--- src/hdl/svcc_pkg.sv ---
// shared types, constants and helper functions for the sign vector compatibility checker
package svcc_pkg;

	localparam int STORE_DEPTH = 1024;
	localparam int MAX_DIM     = 16;
	localparam int ADDR_W      = $clog2(STORE_DEPTH);
	localparam int CNT_W       = $clog2(STORE_DEPTH + 1);
	localparam int SUP_W       = 16;
	localparam int PAT_W       = 8;
	localparam int DIM_W       = 5;
	localparam int IDX_W       = 10;
	localparam int GOOD_W      = 32;
	localparam int POP_W       = 5;

	localparam logic [DIM_W-1:0] DIM_RESET   = 5'd14;
	localparam logic [POP_W-1:0] WEIGHT      = 5'd8;
	localparam logic [POP_W-1:0] OVERLAP_MIN = 5'd4;
	localparam logic [POP_W-1:0] OVERLAP_MID = 5'd6;
	localparam logic [POP_W-1:0] NEED_LOW    = 5'd1;
	localparam logic [POP_W-1:0] NEED_HIGH   = 5'd2;

	localparam logic [1:0] MODE_CLEAR = 2'd0;
	localparam logic [1:0] MODE_LOAD  = 2'd1;
	localparam logic [1:0] MODE_QUERY = 2'd2;

	typedef struct packed {
		logic [SUP_W-1:0] sup;
		logic [SUP_W-1:0] signs;
	} entry_t;

	typedef enum logic [1:0] {
		ST_IDLE,
		ST_PREP,
		ST_SCAN,
		ST_DONE
	} state_t;

	function automatic logic [POP_W-1:0] popcnt(input logic [SUP_W-1:0] v);
		logic [POP_W-1:0] c;
		c = '0;
		for (int i = 0; i < SUP_W; i++) begin
			c = c + POP_W'(v[i]);
		end
		return c;
	endfunction

	// bits at or above the dimension (and at or above MAX_DIM) are dropped
	function automatic logic [SUP_W-1:0] dim_mask(input logic [DIM_W-1:0] dim);
		logic [SUP_W-1:0] m;
		for (int b = 0; b < SUP_W; b++) begin
			m[b] = (b < int'(dim)) && (b < MAX_DIM);
		end
		return m;
	endfunction

	// support bits take the pattern bit indexed by the set bits below; 0 past PAT_W
	function automatic logic [SUP_W-1:0] spread(input logic [SUP_W-1:0] sup,
			input logic [PAT_W-1:0] pat);
		logic [SUP_W-1:0] e;
		logic [POP_W-1:0] j;
		for (int b = 0; b < SUP_W; b++) begin
			j = popcnt(sup & SUP_W'((32'd1 << b) - 32'd1));
			e[b] = sup[b] && (j < POP_W'(PAT_W)) && pat[j[2:0]];
		end
		return e;
	endfunction

endpackage

--- src/hdl/svcc_match.sv ---
// conflict test between the candidate and one stored entry
module svcc_match (
	input  svcc_pkg::entry_t cand,
	input  svcc_pkg::entry_t stored,
	output logic             conflict
);
	import svcc_pkg::*;

	logic [SUP_W-1:0] overlap;
	logic [POP_W-1:0] olap_cnt;
	logic [POP_W-1:0] diff_cnt;
	logic             near;

	assign overlap  = cand.sup & stored.sup;
	assign olap_cnt = popcnt(overlap);
	assign diff_cnt = popcnt((cand.signs ^ stored.signs) & overlap);

	// large overlap with too few sign differences on it
	always_comb begin
		if (olap_cnt <= OVERLAP_MIN) begin
			near = 1'b0;
		end else if (olap_cnt <= OVERLAP_MID) begin
			near = diff_cnt < NEED_LOW;
		end else begin
			near = diff_cnt < NEED_HIGH;
		end
	end

	assign conflict = (cand == stored) || near;

endmodule

--- config.mk ---
export PLATFORM = sky130hd
export DESIGN_NAME = svcc_match
export DESIGN_NICKNAME = d
export VERILOG_FILES = /design/src/hdl/svcc_pkg.sv /design/src/hdl/svcc_match.sv
export SDC_FILE = /design/constraint.sdc
export NUM_CORES = 1
export LEC_CHECK = 0
export ABC_AREA = 1
export ABC_CLOCK_PERIOD_IN_PS = 12500
export BUFFER_PORTS_ARGS = -buffer_cell sky130_fd_sc_hd__buf_2
export CAP_MARGIN = 15
export CORE_MARGIN = 2
export CORE_UTILIZATION = 28
export DETAILED_ROUTE_END_ITERATION = 16
export MAX_ROUTING_LAYER = met4
export REMOVE_ABC_BUFFERS = 1
export SLEW_MARGIN = 20
export SYNTH_ARGS = -nofsm -noshare
export SYNTH_HDL_FRONTEND = slang
export SYNTH_SLANG_ARGS = --single-unit
export TNS_END_PERCENT = 50
--- constraint.sdc ---
create_clock -name vclk -period 12.5
set_clock_uncertainty 0.15 [all_clocks]
set_input_delay 1.25 -clock vclk [all_inputs]
set_output_delay 1.25 -clock vclk [all_outputs]
set_load 0.05 [all_outputs]
After elaboration in Yosys (flattened, before gate mapping)
Cells that the tools add are included.

operators by class
  $add $sub $neg = 30
  magnitude comparators = 4
  muxes and demuxes = 2
  eq/ne operators = 1
  bitwise operators = 3
  reductions and logical operators = 1

operators with widths
  kind                                                 number
  adder 5 x 1 -> 5 bit                                 22
  bitwise AND 16 bit                                   2
  == test 32 bit                                       1
  XOR 16 bit                                           1
  adder 4 x 1 -> 5 bit                                 2
  <= comparator 5 x 3 -> 1 bit, second input constant  2
  adder 3 x 1 -> 4 bit                                 2
  adder 2 x 1 -> 3 bit                                 2
  < comparator 5 x 1 -> 1 bit, second input constant   1
  < comparator 5 x 2 -> 1 bit, second input constant   1
  adder 1 x 1 -> 2 bit                                 2
  two-way mux 1 bit                                    2
  logical OR 1 bit                                     1

word-level totals
  input port bits = 64
  bits in registers = 0

Longest topological paths before layout
Gate-level depths: netlist (run 1).

  word-level depth = 21
  depth in mapped cells = 21
  depth with buffers taken out = 21

Worst setup path before layout (run 1)
OpenSTA, ideal clock, no wires.

  path type = input to output
  from = input cand[23] (netlist name)
  to = output conflict
  stages on the path = 16
  setup slack = 5.984 ns
  data arrival time = 5.116 ns
  data required time = 11.100 ns
  path through = ha_1 > inv_1 > or2_2 > fa_1 > fa_1 > fa_1 > fa_1 > inv_1 > ha_1 > inv_1 > fa_1 > nor3b_1 > o21ai_0 > a21oi_1 > nand2_1 > nand2_1

on the way
  cells in the longest elaborated chain, start to end = 15
  elaborated cells on any way between the ends = 28

RTL lines
  what                                                                        line                                RTL
  start: declaration                                                          svcc_match.sv:3                     input svcc_pkg::entry_t cand,
  bitwise AND 16 bit                                                          svcc_match.sv:14                    assign overlap = cand.sup & stored.sup;
  bitwise AND 16 bit                                                          svcc_match.sv:16                    assign diff_cnt = popcnt((cand.signs ^ stored.signs) & overlap);
  adder 5 x 1 -> 5 bit (9 in series)                                          svcc_pkg.sv:42                      c = c + POP_W'(v[i]);
  < comparator 5 x 2 -> 1 bit or < comparator 5 x 1 -> 1 bit (tied branches)  svcc_match.sv:25, svcc_match.sv:23
  two-way mux 1 bit                                                           svcc_match.sv:22                    end else if (olap_cnt <= OVERLAP_MID) begin
  two-way mux 1 bit                                                           svcc_match.sv:20                    if (olap_cnt <= OVERLAP_MIN) begin
  logical OR 1 bit *                                                          svcc_match.sv:29                    assign conflict = (cand == stored) || near;
  end: declaration                                                            svcc_match.sv:5                     output logic conflict

Every way passes the cells marked *; elsewhere a longest branch is shown, timed or not.

Worst setup path in the final report (run 1)
  from = input cand[27] (netlist name)
  to = output conflict

on the way
  cells in the longest elaborated chain, start to end = 11
  elaborated cells on any way between the ends = 20

RTL lines
  what                                                                        line
  bitwise AND 16 bit                                                          svcc_match.sv:14
  bitwise AND 16 bit                                                          svcc_match.sv:16
  adder 5 x 1 -> 5 bit (5 in series)                                          svcc_pkg.sv:42
  < comparator 5 x 2 -> 1 bit or < comparator 5 x 1 -> 1 bit (tied branches)  svcc_match.sv:25, svcc_match.sv:23
  two-way mux 1 bit                                                           svcc_match.sv:22
  two-way mux 1 bit                                                           svcc_match.sv:20
  logical OR 1 bit *                                                          svcc_match.sv:29

Marks and branches as above.

==> impl_metrics.py, run 1 <==
metrics = {
    "worst_hold_path": {
        "hp-class": "in2out",
    },
    "floorplanning": {
        "coreArea_um2": 4820,
        "rows": 25,
        "die_x_um": 75.4,
        "io_pins": 65,
        "die_area_um2": 5690,
        "start_util": 0.296,
        "dieHeight_um": 75.4,
    },
    "sta": {
        "setup_viol": 0,
        "slew_headroom": 0.777,
        "drv_slew": 0,
        "hold_viol_final": 0,
        "min_period_ns": 6.76,
        "tightest_slew_ns": 0.332,
        "tns_ns": 0,
        "setup_slack_ns": 5.74,
        "fin_crit_sh": 0.541,
        "max_freq_ghz": 0.148,
        "rsz0062_at_grt": "no",
        "whs_ns": 2.97,
    },
    "cells_and_area": {
        "synthToLayoutAreaGrowth_pct": 28.7,
        "layout_commonest_cell": "buf_2",
        "drive_gt1_frac": 0.245,
        "ff_latch_area_um2": 0,
        "final_nets": 390,
        "num_antenna_cells": 0,
        "seq_cell_count": 0,
        "fill_cells": 544,
        "stdcell_count": 345,
        "n_clock_buffer": 0,
        "final_cell_mix": "65 x buf_2, 60 x inv_1, 57 x nand2_1, 26 x ha_1, 23 x nor2_1",
    },
    "critical_path": {
        "cp-end-kind": "output pin",
        "crit_type": "in2out",
        "critPathRequiredTime_ns": 11.10,
        "cpPeakStageDelay_ns": 0.51,
        "cp_cell_sequence": "buf_2 > ha_1 > a21boi_0 > fa_1 > fa_1 > inv_1 > fa_1 > fa_1 > inv_1 > ha_1 > inv_1 > fa_1 > nor3b_1 > o21ai_0 > a21oi_1 > nand2_1 > nand2_1 > buf_2",
        "worstSetupStartpointType": "input pin",
        "cp.arrival_ns": 5.36,
        "crit_fanout": 2,
        "cpMaxStageDelayCell": "fa_1",
        "cp_common_cell": "fa_1",
    },
    "route": {
        "post-route-drc-count": 0,
        "post_drt_wl_per_cell_um": 9.03,
        "routed_wl_mm": 3.11,
        "initialDrtViolationCount": 22,
        "vias_per_cell": 4.02,
        "ant_nets": 0,
        "dr.pass1.iters": 4,
        "vias": 1387,
    },
    "power": {
        "cellPowerDensity_nw_per_um2": 64.7,
        "peakVddDrop_mv": 0.0234,
        "leakagePower_nw": 1.15,
        "totalPowerFinal_mw": 0.119,
    },
    "yosys": {
        "yosys_warnings": 0,
        "synth_area_leader_cell": "fa_1",
        "syn_inst": 213,
        "syn_area_um2": 1430,
        "synthTopCellsByArea": "fa_1 28%, ha_1 23%, inv_1 16%",
        "synthDistinctLibCells": 14,
        "syn_avg_cell_area_um2": 6.70,
        "synth_top_area_share": 0.280,
        "yosysSeqAreaShare": 0,
    },
    "global_route": {
        "grt_usage": 0.124,
        "overflow": 0,
        "grt_pass1_vias": 1393,
        "grt_max_degree": 5,
        "grt_pass1_wl_mm": 5.42,
        "antenna_found_initial": 0,
    },
    "clocking": {
        "cts.repair.resized": 0,
        "cts_setup_buffers": 0,
        "postCtsHoldBufs": 0,
    },
    "placement": {
        "numPortBuffers": 65,
        "post-place-ws_ns": 5.68,
        "dp.cells": 345,
        "dp_hpwl_mm": 3.10,
        "gp_congestion": 0.807,
    },
    "outcome": {
        "outcome": "complete, no violations",
    },
    "flow_run": {
        "maxCapViolations": 0,
    },
}
[per-layer routing]
layer	GRT usage	wire, um	vias to the layer above
met3	0	108	2
li1	-	-	756
met2	0.230	1550	32
met5	-	0	-
met4	0.00585	20	0
met1	0.160	1440	597
[through the flow]
step                cell area (um2)  utilization
floorplan                      1430            -
CTS                            1840        0.381
detailed placement             1840        0.381
finish                         1840        0.381
global placement               1840        0.381
global route                   1840        0.381
[critical path: cells and delay by family]
kind / cells / cell delay (ns)
AOI/OAI and AO/OA: 3 / 0.57
adders and majority gates: 7 / 2.76
buffers and inverters: 5 / 0.51
and+or+nand+nor: 3 / 0.28
[path summary, 6_finish.rpt]
path / start / endpoint / slack, ns / depth (start not counted)
min: cand[4] / conflict / 2.97 / 7
max: cand[27] / conflict / 5.74 / 18
[power by group]
part	total, mW	internal (mW)	switching [mW]
Clock	0	0	0
Combinational	0.119	0.0511	0.0678
Sequential	0	0	0
[final cells by class]
class                      instances  area, um2  area share
multi-input combinational        153       1200       0.655
inverter                          60        225       0.123
timing repair buffer              65        325       0.177
tap                               67       83.8      0.0456
[cell usage after synthesis]
| cell | count |
|---|---|
| inv_1 | 60 |
| nand2_1 | 57 |
| ha_1 | 26 |
| nor2_1 | 23 |
| fa_1 | 20 |
| a21boi_0 | 5 |
| a21oi_1 | 5 |
| xnor2_1 | 4 |
| nand3_1 | 3 |
| o21ai_0 | 3 |
| nand3b_1 | 2 |
| nor3b_1 | 2 |
| or2_2 | 2 |
| nor2_2 | 1 |
[kinds of logic (layout without fill, tap and decap cells)]
| group | after synthesis | count (layout) | share of synthesized area |
|---|---|---|---|
| buffers and inverters | 60 | 125 | 0.158 |
| adder cells (fa/ha/maj) | 46 | 46 | 0.508 |
| AND/OR/NAND/NOR | 90 | 90 | 0.255 |
| AO/OA/AOI/OAI | 13 | 13 | 0.0543 |
| XOR/XNOR | 4 | 4 | 0.0245 |
(Power assumes the default switching activity.)
==> run 2: changes to the inputs <==
--- a/config.mk
+++ b/config.mk
@@ -5,8 +5,8 @@
 export SDC_FILE = /design/constraint.sdc
 export NUM_CORES = 1
 export LEC_CHECK = 0
-export ABC_AREA = 1
-export ABC_CLOCK_PERIOD_IN_PS = 12500
+export ABC_AREA = 0
+export ABC_CLOCK_PERIOD_IN_PS = 5400
 export BUFFER_PORTS_ARGS = -buffer_cell sky130_fd_sc_hd__buf_2
 export CAP_MARGIN = 15
 export CORE_MARGIN = 2
==> constraint.sdc (replaced) <==
create_clock -name vclk -period 5.4
set_clock_uncertainty 0.15 [all_clocks]
set_input_delay 0.54 -clock vclk [all_inputs]
set_output_delay 0.54 -clock vclk [all_outputs]
set_load 0.05 [all_outputs]
==> run 2 against run 1 <==
Compared with the run above:
- sequential share of layout area unchanged
- count of clock-buffer cells in the layout unchanged
- cell count decreased by 26%
- area after synthesis decreased by 12%
- first-iteration DRC count decreased by 9.1%
- global-route usage decreased by 0.15 points
- critical path type unchanged
- critical endpoint unchanged
- largest power group unchanged
- highest routed layer is now met3
==> impl_metrics.py, run 2 <==
metrics = {
    "power": {
        "leakagePower_nw": 0.939,
        "cellPowerDensity_nw_per_um2": 183,
        "seq_power_share": 0,
        "totalPowerFinal_mw": 0.306,
        "power.switching_mw": 0.164,
        "combPwrFrac": 1.000,
        "intPower_mw": 0.141,
        "netSwitchingFraction": 0.537,
        "pwr-share-clk": 0,
        "peakVddDrop_mv": 0.104,
    },
    "cells_and_area": {
        "final_cell_mix": "64 x buf_2, 34 x inv_1, 23 x ha_1, 20 x fa_1, 16 x xor2_1",
        "seq_cell_count": 0,
        "drive_gt1_frac": 0.358,
        "ff_latch_area_um2": 0,
        "num_antenna_cells": 0,
        "synthToLayoutAreaGrowth_pct": 33.6,
        "n_clock_buffer": 0,
        "final_nets": 316,
        "layout_commonest_cell": "buf_2",
    },
    "floorplanning": {
        "io_pins": 65,
        "dieHeight_um": 70.8,
        "coreArea_um2": 4320,
        "start_util": 0.289,
        "die_x_um": 70.8,
        "die_area_um2": 5010,
        "rows": 24,
    },
    "yosys": {
        "syn_area_um2": 1250,
        "synth_top_area_share": 0.320,
        "synth_area_leader_cell": "fa_1",
        "syn_inst": 139,
        "synthDistinctLibCells": 20,
        "yosys.cell_count.top_type": "inv_1",
        "synthTopCellsByArea": "fa_1 32%, ha_1 26%, xor2_1 11%",
        "yosysSeqAreaShare": 0,
        "synthTopCellsByCount": "35 x inv_1, 26 x ha_1, 20 x fa_1",
        "yosys_warnings": 0,
        "syn_avg_cell_area_um2": 8.99,
    },
    "flow_run": {
        "maxCapViolations": 0,
    },
    "global_route": {
        "antenna_found_initial": 0,
        "grt_pass1_wl_mm": 4.95,
        "grt_usage": 0.123,
        "grt_pass1_vias": 1177,
        "grt_max_degree": 5,
        "overflow": 0,
    },
    "critical_path": {
        "worst-path-stages": 16,
        "cp.arrival_ns": 4.54,
        "crit_type": "in2out",
        "critPathBufInv": 5,
        "cp_cell_sequence": "buf_2 > ha_1 > fa_1 > fa_1 > fa_1 > inv_1 > fa_1 > inv_1 > ha_2 > inv_2 > fa_1 > maj3_2 > a31oi_1 > a21oi_1 > o22ai_2 > buf_6",
        "critPathRequiredTime_ns": 4.71,
        "cpMaxStageDelayCell": "fa_1",
        "cp_top_family": "adder cells",
        "endpoint": "conflict",
        "cp_common_cell": "fa_1",
        "crit_fanout": 2,
        "cp-end-kind": "output pin",
        "startpoint": "cand[29]",
        "worstSetupStartpointType": "input pin",
        "cpPeakStageDelay_ns": 0.52,
    },
    "placement": {
        "numPortBuffers": 65,
        "dp_hpwl_mm": 2.85,
        "gp_congestion": 0.803,
    },
    "sta": {
        "hold_viol_final": 0,
        "whs_ns": 1.59,
        "rsz0062_at_grt": "no",
        "fin_crit_sh": 0.969,
        "setup_viol": 0,
        "tightest_slew_ns": 0.377,
        "max_freq_ghz": 0.191,
        "drv_slew": 0,
        "slew_headroom": 0.746,
        "min_period_ns": 5.23,
    },
    "route": {
        "post_drt_wl_per_cell_um": 11.3,
        "routed_wl_mm": 2.90,
        "initialDrtViolationCount": 20,
        "ant_nets": 0,
        "post-route-drc-count": 0,
        "vias_per_cell": 4.36,
        "vias": 1115,
        "dr.pass1.iters": 5,
    },
    "outcome": {
        "outcome": "complete, no violations",
    },
    "worst_hold_path": {
        "hp-class": "in2out",
    },
}
==> run 2: cell families (layout without fill, tap and decap cells) <==
group | after synthesis | in the layout | synth area share
XOR/XNOR | 16 | 16 | 0.112
AO/OA/AOI/OAI | 7 | 7 | 0.0320
AND/OR/NAND/NOR | 34 | 34 | 0.161
buffers and inverters | 35 | 100 | 0.105
adder cells (fa/ha/maj) | 47 | 47 | 0.590
==> run 2: stage by stage <==
| step | util | setup WS [ns] | TNS (ns) | area [um2] | std cells |
|---|---|---|---|---|---|
| 4_1_cts | 0.379 | 0.0350 | 0 | 1640 | 256 |
| 6_report | 0.386 | 0.166 | 0 | 1670 | 256 |
| 3_5_place_dp | 0.379 | 0.0257 | 0 | 1640 | 256 |
| 3_3_place_gp | 0.379 | 0.113 | 0 | 1640 | 256 |
| 2_1_floorplan | - | -0.0674 | -0.0674 | 1250 | 139 |
| 5_1_grt | 0.386 | 0.0152 | 0 | 1670 | 256 |
==> run 2: worst min path at each step <==
| stage | startpoint | end | slack, ns | cells past startpoint |
|---|---|---|---|---|
| floorplan | cand[12] | conflict | 1.48 | 4 |
| global placement | stored[7] | conflict | 1.65 | 6 |
| detailed placement | stored[7] | conflict | 1.64 | 6 |
| CTS | stored[11] | conflict | 1.64 | 6 |
| global route | stored[7] | conflict | 1.65 | 6 |
| finish | stored[11] | conflict | 1.59 | 6 |
==> run 2: area by class of cell <==
cell class / instances / area [um2]
Fill cell: 471 / 2650
Inverter: 35 / 131
Multi-Input combinational cell: 104 / 1140
Tap cell: 52 / 65.1
Timing Repair Buffer: 65 / 332
==> run 2: timing repair <==
action	CTS	global route
hold buffers	0	0
setup buffers	0	0
endpoints found under the setup margin	0	1
gates resized for setup	0	9
==> run 2: worst min-delay path, delay by kind of cell <==
kind	cells	cell delay, ns
compound gates	1	0.08
xor+xnor	1	0.16
buf+inv	2	0.23
simple gates	2	0.18
==> run 2: power groups by stage <==
stage / Combinational [mW] / Sequential [mW] / Clock (mW)
after global routing: 0.353 / 0 / 0
final: 0.306 / 0 / 0
after global placement: 0.284 / 0 / 0
after detailed placement: 0.293 / 0 / 0
after floorplan: 0.214 / 0 / 0
after CTS: 0.294 / 0 / 0
==> run 2: per-layer routing <==
layer	vias up	GRT usage	wire length, um
li1	577	-	-
met4	0	0	0
met2	48	0.222	1330
met1	490	0.165	1380
met5	-	-	0
met3	0	0	183
